File: src/rtl/qldt_pkg.sv
`default_nettype none
// ----------------------------------------------------------------------------
// qldt_pkg
// Shared types and constants for the qualified level/delta trigger.
// ----------------------------------------------------------------------------
package qldt_pkg;

   localparam int QLDT_SAMPLE_WIDTH = 16;
   localparam int LIMIT_WIDTH       = 16;
   localparam int COND_WIDTH        = 5;
   localparam int NUM_REGS          = 6;
   localparam int CSR_INDEX_WIDTH   = $clog2(NUM_REGS);
   localparam int CSR_DATA_WIDTH    = LIMIT_WIDTH;

   // register indexes
   localparam logic [CSR_INDEX_WIDTH-1:0] REG_ENABLE_MASK = CSR_INDEX_WIDTH'(0);
   localparam logic [CSR_INDEX_WIDTH-1:0] REG_HIGH_LEVEL  = CSR_INDEX_WIDTH'(1);
   localparam logic [CSR_INDEX_WIDTH-1:0] REG_LOW_LEVEL   = CSR_INDEX_WIDTH'(2);
   localparam logic [CSR_INDEX_WIDTH-1:0] REG_DELTA_LIMIT = CSR_INDEX_WIDTH'(3);
   localparam logic [CSR_INDEX_WIDTH-1:0] REG_RISE_LIMIT  = CSR_INDEX_WIDTH'(4);
   localparam logic [CSR_INDEX_WIDTH-1:0] REG_FALL_LIMIT  = CSR_INDEX_WIDTH'(5);

   // condition bit positions
   localparam int COND_UPPER = 0;
   localparam int COND_LOWER = 1;
   localparam int COND_DELTA = 2;
   localparam int COND_FALL  = 3;
   localparam int COND_RISE  = 4;

   localparam logic [COND_WIDTH-1:0] LEVEL_SET  = 5'b00011;
   localparam logic [COND_WIDTH-1:0] CHANGE_SET = 5'b11100;

   // reset values
   localparam logic [COND_WIDTH-1:0]  ENABLE_MASK_RESET = 5'd3;
   localparam logic [LIMIT_WIDTH-1:0] HIGH_LEVEL_RESET  = 16'd0;
   localparam logic [LIMIT_WIDTH-1:0] LOW_LEVEL_RESET   = 16'd1;
   localparam logic [LIMIT_WIDTH-1:0] DELTA_LIMIT_RESET = 16'd0;
   localparam logic [LIMIT_WIDTH-1:0] RISE_LIMIT_RESET  = 16'd0;
   localparam logic [LIMIT_WIDTH-1:0] FALL_LIMIT_RESET  = 16'd0;

   typedef struct packed {
      logic [COND_WIDTH-1:0]  enable_mask;
      logic [LIMIT_WIDTH-1:0] high_level;
      logic [LIMIT_WIDTH-1:0] low_level;
      logic [LIMIT_WIDTH-1:0] delta_limit;
      logic [LIMIT_WIDTH-1:0] rise_limit;
      logic [LIMIT_WIDTH-1:0] fall_limit;
   } cfg_type;

   typedef struct packed {
      logic                  fire;
      logic [COND_WIDTH-1:0] met;
   } verdict_type;

endpackage : qldt_pkg
`default_nettype wire

File: src/rtl/qldt_if.sv
`default_nettype none
// ----------------------------------------------------------------------------
// qldt_if
// Valid/ready channels for sample words and trigger result words.
// ----------------------------------------------------------------------------
interface qldt_req_if
   import qldt_pkg::*;
#(
   parameter int SAMPLE_WIDTH = QLDT_SAMPLE_WIDTH
);
   logic                    valid;
   logic                    ready;
   logic [SAMPLE_WIDTH-1:0] sample;
   logic                    forget_limits;

   modport source (output valid, output sample, output forget_limits, input ready);
   modport sink   (input valid, input sample, input forget_limits, output ready);
endinterface : qldt_req_if

interface qldt_rsp_if
   import qldt_pkg::*;
();
   logic                  valid;
   logic                  ready;
   logic                  fired;
   logic [COND_WIDTH-1:0] conditions;

   modport source (output valid, output fired, output conditions, input ready);
   modport sink   (input valid, input fired, input conditions, output ready);
endinterface : qldt_rsp_if
`default_nettype wire

File: src/rtl/qldt_judge.sv
`default_nettype none
// ----------------------------------------------------------------------------
// qldt_judge
// Level and delta condition tests for one sample, plus the fire decision.
// ----------------------------------------------------------------------------
module qldt_judge
   import qldt_pkg::*;
#(
   parameter int SAMPLE_WIDTH = QLDT_SAMPLE_WIDTH
) (
   input  wire logic [SAMPLE_WIDTH-1:0] sample,
   input  wire logic                    forget_limits,
   input  wire logic [SAMPLE_WIDTH-1:0] reference_value,
   input  wire logic [COND_WIDTH-1:0]   last_fired_set,
   input  wire cfg_type                 cfg,
   output verdict_type                  verdict
);

   localparam int CMP_W = (SAMPLE_WIDTH > LIMIT_WIDTH) ? SAMPLE_WIDTH : LIMIT_WIDTH;

   logic                    rising;
   logic                    falling;
   logic [SAMPLE_WIDTH-1:0] change;
   logic [CMP_W-1:0]        sample_x;
   logic [CMP_W-1:0]        change_x;
   logic                    over_delta;
   logic [COND_WIDTH-1:0]   met;
   logic [COND_WIDTH-1:0]   prior_set;

   assign rising   = sample > reference_value;
   assign falling  = sample < reference_value;
   assign change   = rising ? (sample - reference_value) : (reference_value - sample);
   assign sample_x = CMP_W'(sample);
   assign change_x = CMP_W'(change);
   assign over_delta = change_x > CMP_W'(cfg.delta_limit);

   always_comb begin
      met = '0;
      met[COND_UPPER] = cfg.enable_mask[COND_UPPER] && (sample_x > CMP_W'(cfg.high_level));
      met[COND_LOWER] = cfg.enable_mask[COND_LOWER] && (sample_x <= CMP_W'(cfg.low_level));
      met[COND_DELTA] = cfg.enable_mask[COND_DELTA] && (rising || falling) && over_delta;
      met[COND_RISE]  = cfg.enable_mask[COND_RISE] && rising
                        && (change_x > CMP_W'(cfg.rise_limit));
      met[COND_FALL]  = cfg.enable_mask[COND_FALL] && falling
                        && (change_x > CMP_W'(cfg.fall_limit));
   end

   // a clear request drops the remembered set before the test
   assign prior_set = forget_limits ? '0 : last_fired_set;

   assign verdict.met  = met;
   assign verdict.fire = ((met & CHANGE_SET) != '0) || ((met & ~prior_set & LEVEL_SET) != '0);

endmodule : qldt_judge
`default_nettype wire

File: src/rtl/qualified_level_delta_trigger.sv
`default_nettype none
// ----------------------------------------------------------------------------
// qualified_level_delta_trigger
// Judges each sample word against level and delta limits and fires when a
// change condition holds or a level condition appears that was not last fired.
// ----------------------------------------------------------------------------
// path: each sample is held in the input register, then its verdict in the
// result register, entered only when that register is empty or drained
// throughput: one sample per cycle while results are taken, set by the judge
// between them; reference and fired-set feedback updates as a sample advances
// reset: synchronous, active high; clears both stages, the reference, the
// fired set, and loads the register reset values
module qualified_level_delta_trigger
   import qldt_pkg::*;
#(
   parameter int SAMPLE_WIDTH = QLDT_SAMPLE_WIDTH
) (
   input  wire logic                       clock,
   input  wire logic                       reset,
   qldt_req_if.sink                        req_ch,
   qldt_rsp_if.source                      rsp_ch,
   input  wire logic                       csr_write_enable,
   input  wire logic [CSR_INDEX_WIDTH-1:0] csr_index,
   input  wire logic [CSR_DATA_WIDTH-1:0]  csr_write_data
);

   cfg_type                 cfg_ff;
   logic                    s1_valid_ff;
   logic [SAMPLE_WIDTH-1:0] s1_sample_ff;
   logic                    s1_forget_ff;
   logic                    rsp_valid_ff;
   logic                    rsp_fired_ff;
   logic [COND_WIDTH-1:0]   rsp_conditions_ff;
   logic [SAMPLE_WIDTH-1:0] reference_ff;
   logic [SAMPLE_WIDTH-1:0] reference_in;
   logic [COND_WIDTH-1:0]   last_set_ff;
   logic [COND_WIDTH-1:0]   last_set_in;
   verdict_type             verdict;
   logic                    req_take;
   logic                    advance;

   qldt_judge #(
      .SAMPLE_WIDTH(SAMPLE_WIDTH)
   ) u_judge (
      .sample          (s1_sample_ff),
      .forget_limits   (s1_forget_ff),
      .reference_value (reference_ff),
      .last_fired_set  (last_set_ff),
      .cfg             (cfg_ff),
      .verdict         (verdict)
   );

   // stage 1 moves on when the result register is empty or being drained
   assign advance  = s1_valid_ff && (!rsp_valid_ff || rsp_ch.ready);
   assign req_ch.ready = !s1_valid_ff || advance;
   assign req_take = req_ch.valid && req_ch.ready;

   always_comb begin
      reference_in = reference_ff;
      last_set_in  = last_set_ff;
      if (advance) begin
         if (verdict.fire) begin
            reference_in = s1_sample_ff;
            last_set_in  = verdict.met;
         end else if (s1_forget_ff) begin
            last_set_in  = '0;
         end
      end
   end

   // configuration registers
   always_ff @(posedge clock) begin
      if (reset) begin
         cfg_ff.enable_mask <= ENABLE_MASK_RESET;
         cfg_ff.high_level  <= HIGH_LEVEL_RESET;
         cfg_ff.low_level   <= LOW_LEVEL_RESET;
         cfg_ff.delta_limit <= DELTA_LIMIT_RESET;
         cfg_ff.rise_limit  <= RISE_LIMIT_RESET;
         cfg_ff.fall_limit  <= FALL_LIMIT_RESET;
      end else if (csr_write_enable) begin
         case (csr_index)
            REG_ENABLE_MASK: begin
               cfg_ff.enable_mask <= csr_write_data[COND_WIDTH-1:0];
            end
            REG_HIGH_LEVEL: begin
               cfg_ff.high_level <= csr_write_data;
            end
            REG_LOW_LEVEL: begin
               cfg_ff.low_level <= csr_write_data;
            end
            REG_DELTA_LIMIT: begin
               cfg_ff.delta_limit <= csr_write_data;
            end
            REG_RISE_LIMIT: begin
               cfg_ff.rise_limit <= csr_write_data;
            end
            REG_FALL_LIMIT: begin
               cfg_ff.fall_limit <= csr_write_data;
            end
            default: begin
            end
         endcase
      end
   end

   // control and trigger state
   always_ff @(posedge clock) begin
      if (reset) begin
         s1_valid_ff  <= 1'b0;
         rsp_valid_ff <= 1'b0;
         reference_ff <= '0;
         last_set_ff  <= '0;
      end else begin
         if (req_take) begin
            s1_valid_ff <= 1'b1;
         end else if (advance) begin
            s1_valid_ff <= 1'b0;
         end
         if (advance) begin
            rsp_valid_ff <= 1'b1;
         end else if (rsp_ch.ready) begin
            rsp_valid_ff <= 1'b0;
         end
         reference_ff <= reference_in;
         last_set_ff  <= last_set_in;
      end
   end

   // payload registers
   always_ff @(posedge clock) begin
      if (req_take) begin
         s1_sample_ff <= req_ch.sample;
         s1_forget_ff <= req_ch.forget_limits;
      end
      if (advance) begin
         rsp_fired_ff      <= verdict.fire;
         rsp_conditions_ff <= verdict.met;
      end
   end

   assign rsp_ch.valid      = rsp_valid_ff;
   assign rsp_ch.fired      = rsp_fired_ff;
   assign rsp_ch.conditions = rsp_conditions_ff;

endmodule : qualified_level_delta_trigger
`default_nettype wire

File: src/flat_wrapper.sv
// flat-port wrapper written by rule: the top's interface ports become plain ports
module qualified_level_delta_trigger_flat import qldt_pkg::*;
#(
   parameter int SAMPLE_WIDTH = QLDT_SAMPLE_WIDTH
)
  (clock, reset, csr_write_enable, csr_index, csr_write_data, req_ch_valid, req_ch_sample, req_ch_forget_limits, req_ch_ready, rsp_ch_valid, rsp_ch_fired, rsp_ch_conditions, rsp_ch_ready);
  qldt_req_if #(.SAMPLE_WIDTH(SAMPLE_WIDTH)) req_ch_i ();
  qldt_rsp_if rsp_ch_i ();
  input  wire logic clock;
  input  wire logic reset;
  input  wire logic csr_write_enable;
  input  wire logic [CSR_INDEX_WIDTH-1:0] csr_index;
  input  wire logic [CSR_DATA_WIDTH-1:0] csr_write_data;
  input wire logic [$bits(req_ch_i.valid)-1:0] req_ch_valid;
  input wire logic [$bits(req_ch_i.sample)-1:0] req_ch_sample;
  input wire logic [$bits(req_ch_i.forget_limits)-1:0] req_ch_forget_limits;
  output wire logic [$bits(req_ch_i.ready)-1:0] req_ch_ready;
  output wire logic [$bits(rsp_ch_i.valid)-1:0] rsp_ch_valid;
  output wire logic [$bits(rsp_ch_i.fired)-1:0] rsp_ch_fired;
  output wire logic [$bits(rsp_ch_i.conditions)-1:0] rsp_ch_conditions;
  input wire logic [$bits(rsp_ch_i.ready)-1:0] rsp_ch_ready;
  assign req_ch_i.valid = req_ch_valid;
  assign req_ch_i.sample = req_ch_sample;
  assign req_ch_i.forget_limits = req_ch_forget_limits;
  assign req_ch_ready = req_ch_i.ready;
  assign rsp_ch_valid = rsp_ch_i.valid;
  assign rsp_ch_fired = rsp_ch_i.fired;
  assign rsp_ch_conditions = rsp_ch_i.conditions;
  assign rsp_ch_i.ready = rsp_ch_ready;
  qualified_level_delta_trigger #(.SAMPLE_WIDTH(SAMPLE_WIDTH)) u_core (.clock(clock), .reset(reset), .req_ch(req_ch_i), .rsp_ch(rsp_ch_i), .csr_write_enable(csr_write_enable), .csr_index(csr_index), .csr_write_data(csr_write_data));
endmodule
File: config.mk
export PLATFORM = sky130hd
export DESIGN_NAME = qualified_level_delta_trigger_flat
export DESIGN_NICKNAME = d
export VERILOG_FILES = /design/src/rtl/qldt_pkg.sv /design/src/rtl/qldt_if.sv /design/src/rtl/qldt_judge.sv /design/src/rtl/qualified_level_delta_trigger.sv /design/src/flat_wrapper.sv
export SDC_FILE = /design/constraint.sdc
export NUM_CORES = 1
export LEC_CHECK = 0
export ABC_AREA = 1
export ABC_CLOCK_PERIOD_IN_PS = 6000
export BUFFER_PORTS_ARGS = -buffer_cell sky130_fd_sc_hd__buf_4
export CORE_UTILIZATION = 40
export DETAILED_ROUTE_END_ITERATION = 10
export GPL_TIMING_DRIVEN = 0
export PLACE_DENSITY = 0.53
export SYNTH_ARGS = -nofsm -noshare
export SYNTH_HDL_FRONTEND = slang
export SYNTH_HIERARCHICAL = 1
export SYNTH_SLANG_ARGS = --single-unit
File: constraint.sdc
create_clock -name clock -period 6 [get_ports clock]
set_input_delay 0.6 -clock clock [delete_from_list [all_inputs] [get_ports clock]]
set_output_delay 0.6 -clock clock [all_outputs]
set_load 0.01 [all_outputs]
* Yosys cells after proc, flatten, opt, wreduce, memory -nomap -nowiden *
Index checks and enable logic that the tools add are counted.

word-level totals
  register bits = 131
  bits of input ports = 41
  output and inout bits = 8
  word-level logic and storage cells = 65

operators by class
  add/sub/neg operators = 2
  $lt $le $gt $ge = 7
  equal/unequal tests = 5
  muxes and demuxes = 7
  bitwise gates (word level) = 2
  reduce and logical (&&, ||, !) cells = 28

operators by type and width
  kind                number
  $gt 16x16->1        5
  $sub 16x16->16      2
  $le 16x16->1        1
  $lt 16x16->1        1
  $mux 16             1
  $reduce_and 2->1    7
  $logic_and 1x1->1   10
  $mux 5              2
  $reduce_bool 5->1   2
  $eq 3x2->1 const B  2
  $eq 3x3->1 const B  2
  $logic_or 1x1->1    4
  $mux 1              4
  $reduce_bool 2->1   2
  $eq 3x1->1 const B  1
  $logic_not 3->1     1
  $and 2x2->2         1
  $logic_not 1->1     2
  $not 2->2           1

* Logic depth before layout (Yosys ltp) *
Gate-level depths: netlist of run 1.

  depth after elaboration = 7
  mapped depth = 34
  gate-level depth less buffers = 33

* By module *
The synthesis of run 1 kept the hierarchy.

by module, submodules not included
  module                         instances  cells each  area an instance (um2)  seq. area each (um2)
  qualified_level_delta_trigger  1          606         4879.7                  2852.7
  qldt_judge                     1          741         4242.8                  0.0

* Least setup slack after synthesis of run 1 *
No wires, ideal clock.

  path kind = register to register
  start point = register u_core.s1_sample_ff[0]
  end point = register u_core.reference_ff[11]
  library setup time = 0.113 ns
  data arrival time = 3.596 ns
  required time = 5.887 ns
  path slack = 2.291 ns
  stages on the path, launching flop included = 30
  buffers on the path = 2
  period minus slack after synthesis = 3.709 ns
  path through = edfxtp_1 inv_1 ha_1 inv_1 fa_1 nand3_1 nand3_1 nand2_1 nand2_1 nand2_4 nand2_8 nand2_8 inv_6 buf_12 nand2_2 nand2_1 inv_1 ha_1 a21o_1 o21ai_0 nand2_1 a21oi_1 nor2_1 nor2_1 nand3_1 nand3_1 buf_2 nand2_1 nand2_1 nor2_1

RTL lines
  item                    line                                  RTL
  from (decl)             qualified_level_delta_trigger.sv:29   logic [SAMPLE_WIDTH-1:0] s1_sample_ff;
  from (signal assigned)  qualified_level_delta_trigger.sv:132  s1_sample_ff <= req_ch.sample;
  to (signal assigned)    qualified_level_delta_trigger.sv:124  reference_ff <= reference_in;
  to (decl)               qualified_level_delta_trigger.sv:34   logic [SAMPLE_WIDTH-1:0] reference_ff;

==> results.tsv, run 1 <==
metric	value	unit
first-pass GRT wire length	41.09	mm
worst slew pin tran	0.6688	ns
RSZ-0062 raised after global routing	false	
crit path capture type	register	
Max Cap Violations	0	
diode count	0	
die area	23150	um2
Net Count, Synth	1489	
largest net degree at the start of global routing	18	
Area Growth Syn to Fin	14.87	%
IR drop worst, VDD	0.1951	mV
Core ar.	21960	um2
warning count from the yosys run	6	
hold buffer count at CTS	0	
I/O Pins	49	
Worst Skew	0.01723	ns
gr ovfl total	0	
pins over their slew limit	0	
Lkg Pwr	5.136	nW
Setup crit start kind	register	
PwrDens	280.5	nW/um2
input/output buffers	47	
via count of the first global-routing pass	7669	
worst reg2reg setup slack	1.17	ns
GP Congestion	0.8640	
post-route ant nets	0	
critical path arrival	5.14	ns
CTS Buffer Depth	2	
CTS Buf Count	17	
global-route usage over all layers	23.12	%
initial antenna violation count	0	
Initial Utilization	41.07	%
dpl hpwl	19.89	mm
count of final setup violators	0	
number of H-tree levels	4	
die width	152.1	um
drt pass-1 iters	6	
crit path time final	4.831	ns
Achievable Freq	207.0	MHz
WL/cell	14.88	um
Final Hold Viols	0	
HP Class	input port to register	
post-synthesis instance area	9017	um2
cell mode on critical path	nand2_1	
std cell rows	54	
Starting DRT DRC Count	425	
slowest cell on the critical path	edfxtp_1	
Filler Cells Inserted	2277	
final worst-path cycle share	80.52	%
Clock Tree Root	clkbuf_16	
Critical Path Fanout Max	10	
share of layout cells above drive strength 1	10.11	%
Worst slew margin	55.42	%
Hold WS	0.3447	ns
Max stage delay on crit path	0.43	ns
Final nets	1555	
Mean Syn Cell Area	6.755	um2
Via density	4.739	
status	finished, final reports clean	
Post-CTS Resized	0	
vias	8028	
clk_lat worst skew	0.43	ns
clk sinks	128	
Crit path required time	6.31	ns
Reg clk slew, reported paths	0.07	ns
Syn Inst Count	1335	
number of setup buffers added after CTS	0	
area of the multi-input gates	5042	um2
Die Y	152.1	um
register area	2793	um2
Routed WL	25.20	mm
drt drc	0	
critical path class	register to register	
setup TNS	0	ns
TritonCTS clock tree	yes	
[state kept, by name (all words and copies together) (netlist names)]
| signal | flops |
|---|---|
| u_core/cfg_ff | 85 |
| u_core/reference_ff | 16 |
| u_core/s1_sample_ff | 16 |
| u_core/rsp_ch.conditions | 5 |
| u_core/last_set_ff | 2 |
| u_core/rsp_ch.fired | 1 |
| u_core/rsp_ch.valid | 1 |
| u_core/s1_forget_ff | 1 |
| u_core/s1_valid_ff | 1 |
[metal layers]
layer  GRT usage [%]  up-vias  routed length [um]
met5               0        -                   0
met4           6.560        0                 487
met3           3.527       25                 975
met2           37.66      145               11090
met1           31.64     3603               12650
li1                -     4255                   -
[where the power goes]
group | total (mW) | leakage (nW) | switching [mW] | internal [mW]
Sequential | 0.956 | 1.08 | 0.0392 | 0.917
Combinational | 0.832 | 3.75 | 0.521 | 0.311
Clock | 1.12 | 0.310 | 0.473 | 0.645
Total | 2.91 | 5.14 | 1.03 | 1.87
[worst max-delay path, delay by kind of cell (launching register included)]
family	cells	cell delay [ns]
simple gates	21	2.35
buf+inv	7	0.95
fa+ha+maj	3	0.91
flops	1	0.43
compound gates	1	0.05
[cell usage in the layout, fill, tap and decap left out, types with 5 or more instances in the layout]
master,count
edfxtp_1,23
clkbuf_1,5
a21o_1,7
nand4_1,24
dfxtp_1,105
nor2_1,241
inv_8,7
buf_2,20
ha_1,111
clkbuf_16,17
inv_1,244
o21ai_0,65
buf_6,5
xor2_1,12
nand2_1,312
o21bai_1,9
a21oi_1,64
buf_4,50
nand2_2,11
nand3_1,29
o21a_1,6
[path summary, 6_finish.rpt]
path,from,to,depth (start not counted)
max,u_core/s1_sample_ff[0]$_DFFE_PP_,u_core/reference_ff[5]$_SDFFE_PP0P_,32
max reg2reg,u_core/s1_sample_ff[0]$_DFFE_PP_,u_core/reference_ff[5]$_SDFFE_PP0P_,32
min reg2reg,u_core/last_set_ff[1]$_SDFFE_PP0P_,u_core/last_set_ff[1]$_SDFFE_PP0P_,2
min,req_ch_sample[12],u_core/s1_sample_ff[12]$_DFFE_PP_,1
[stage by stage]
stage	std cells	utilization (%)	area, um2	setup slack (ns)	total power, mW
floorplan	1335	-	9017	2.380	1.562
global placement	1662	44.27	9721	1.233	1.791
detailed placement	1662	44.27	9721	1.218	1.803
CTS	1694	47.17	10360	1.177	2.934
global route	1694	47.17	10360	0.7214	3.111
finish	1694	47.17	10360	1.169	2.906
[layout make-up]
type	instances	share of cell area, %
repair buffers	47	3.406
clock inverters	15	2.053
inverters	252	9.216
well taps	280	3.382
multi-input cells	919	48.68
clock buffers	17	4.107
plain buffers	36	2.198
flip-flops and latches	128	26.96
Note: power is estimated with default switching activity, not from simulation.
==> run 2, diff against run 1 <==
- ABC_CLOCK_PERIOD_IN_PS: 6000 -> 3900
- PLACE_DENSITY: 0.53 -> 0.55
- clock period: 6 -> 3.9 ns (I/O delays scaled with it)
==> run 2 against run 1 <==
Compared with the run above: the flow now finishes with violations (negative setup slack); sequential share of layout area is 2.5 points lower; critical path depth down 5; highest routed layer unchanged; final cell count increased by 2.8%; global-route usage grew 0.83 points; via count is 4.9% higher; die area unchanged; fmax up 23%; non-clock buffer count up 48; largest power group is now combinational cells; flip-flop and latch count stayed put; clock skew up 0.0020 ns; first-iteration DRC count decreased by 13%; largest cell class unchanged; utilization is 4.9 points higher.
==> results.tsv, run 2 (synthesized netlist as in run 1, its figures left out) <==
metric	value	unit	change
initial antenna violation count	0		unchanged
clk sinks	128		unchanged
CTS Buf Count	17		unchanged
min setup slack post-route	-0.03481	ns	-1.204 ns
Max Cap Violations	0		unchanged
Achievable Freq	254.1	MHz	+23%
Via density	4.836		+2.0%
input/output buffers	47		unchanged
post-route ant nets	0		unchanged
number of H-tree levels	4		unchanged
commonest non-fill, non-tap cell in the layout	nand2_1		
Worst Skew	0.01919	ns	+0.001953 ns
fin util	52.09	%	+4.9 points
total power	4.776	mW	+64%
final worst-path cycle share	100.9	%	+20 points
fin cells	1742		+2.8%
std cell rows	54		unchanged
Worst slew margin	53.51	%	-1.9 points
Top reg by flops	u_core/cfg_ff		
largest net degree at the start of global routing	18		unchanged
Hold WS	0.1431	ns	-0.2016 ns
Starting DRT DRC Count	369		-13%
worst slew pin tran	0.6974	ns	+0.02861 ns
gr ovfl total	0		unchanged
IR drop worst, VDD	0.2881	mV	+48%
pins over their slew limit	0		unchanged
Reg clk slew, reported paths	0.07	ns	about the same
Die Y	152.1	um	unchanged
Filler Cells Inserted	2165		-4.9%
WL/cell	15.49	um	+4.1%
Setup crit start kind	register		
HP Class	input port to register		
count of final setup violators	1		+1
max reg flops	85		unchanged
status	finished, violations left		
post-route cell area	11440	um2	+10%
Crit path required time	4.08	ns	-2.23 ns
Top Registers	u_core/cfg_ff x85, u_core/reference_ff x16, u_core/s1_sample_ff x16		
Routed WL	26.99	mm	+7.1%
Initial Utilization	41.07	%	unchanged
RSZ-0062 raised after global routing	true		
clk_lat worst skew	0.42	ns	about the same
share of layout cells above drive strength 1	21.75	%	+12 points
dpl hpwl	19.79	mm	-0.52%
Core ar.	21960	um2	unchanged
Area Growth Syn to Fin	26.85	%	
critical path class	register to register		
TritonCTS clock tree	yes		
crit path capture type	register		
drt pass-1 iters	5		-1
Final nets	1603		+3.1%
first-pass GRT wire length	42.50	mm	+3.4%
I/O Pins	49		unchanged
PwrDens	417.6	nW/um2	+49%
CTS Buffer Depth	2		unchanged
Final Hold Viols	0		unchanged
hold buffer count at CTS	0		unchanged
die width	152.1	um	unchanged
vias	8424		+4.9%
drt drc	0		unchanged
failing checks	negative setup slack		
Inst Count DP	1662		unchanged
global-route usage over all layers	23.95	%	+0.83 points
via count of the first global-routing pass	8030		+4.7%
setup TNS	-0.03481	ns	-0.03481 ns
Lkg Pwr	5.444	nW	+6.0%
Critical Path Fanout Max	3		-7
Clock Tree Root	clkbuf_16		
pre-CTS WS	-0.8443	ns	-2.062 ns
die area	23150	um2	unchanged
GP Congestion	0.9070		+5.0%
Placed Area	9721	um2	unchanged
crit path time final	3.935	ns	-0.8963 ns
diode count	0		unchanged
critical path arrival	4.11	ns	-1.03 ns
highest-count cells in the layout ignoring fill and taps	273 x nand2_1, 227 x inv_1, 218 x nor2_1, 105 x dfxtp_1, 91 x buf_4		
-- run 2: path summary, 6_finish.rpt --
kind                                 startpoint                                 end  slack, ns  depth (start not counted)
max            u_core/s1_sample_ff[0]$_DFFE_PP_       u_core/rsp_ch.fired$_DFFE_PP_      -0.03                         27
max reg2reg    u_core/s1_sample_ff[0]$_DFFE_PP_       u_core/rsp_ch.fired$_DFFE_PP_      -0.03                         27
min                            req_ch_sample[4]    u_core/s1_sample_ff[4]$_DFFE_PP_       0.14                          1
min reg2reg  u_core/last_set_ff[1]$_SDFFE_PP0P_  u_core/last_set_ff[1]$_SDFFE_PP0P_       0.47                          2
-- run 2: repair_timing --
action                     CTS  global route
resized for setup          116            78
setup buffers               38             7
gates cloned                 5             0
setup endpoints to repair   22            19
pin swaps                   35            45
-- run 2: worst max-delay path: stages, from the launching register on --
cell      delay [ns]
edfxtp_1        0.43
inv_2           0.11
ha_4            0.14
inv_2           0.04
fa_2            0.39
nand3_2         0.09
nand3_4         0.09
buf_6           0.13
a21oi_4         0.19
inv_2           0.06
nand2_2         0.06
nand3_1         0.06
nand2_1         0.09
nand2_2         0.05
nand2_2         0.09
inv_2           0.07
ha_1            0.29
nand2_2         0.07
nor2_4          0.12
nand4_1         0.18
o21a_1          0.24
nand3_2         0.12
nand2_2         0.06
inv_2           0.06
nand3_4         0.08
buf_4           0.15
buf_4           0.12
buf_4           0.12
-- run 2: area by class of cell --
type	count	area [um2]	share of cell area, %
clock inverter	14	155.1	1.356
sequential	128	2793	24.41
buffer	36	256.5	2.242
tap	280	350.3	3.063
clock buffer	18	429.2	3.752
multi-input combinational	919	5695	49.79
timing repair buffer	95	784.5	6.858
inverter	252	974.7	8.521
-- run 2: report_power, final --
part	total, mW	switching (mW)	internal [mW]
clock network	1.62	0.662	0.953
registers	1.46	0.0451	1.41
logic	1.70	1.01	0.695
total	4.78	1.72	3.06
-- run 2: metal layers --
| layer | GRT usage (%) | share of wire, % | wire (um) | up-vias |
|---|---|---|---|---|
| li1 | - | - | - | 4358 |
| met1 | 32.46 | 49 | 13180 | 3849 |
| met2 | 38.10 | 44 | 11860 | 184 |
| met3 | 2.958 | 3.7 | 996 | 33 |
| met4 | 10.88 | 3.6 | 959 | 0 |
| met5 | 0 | 0 | 0 | - |
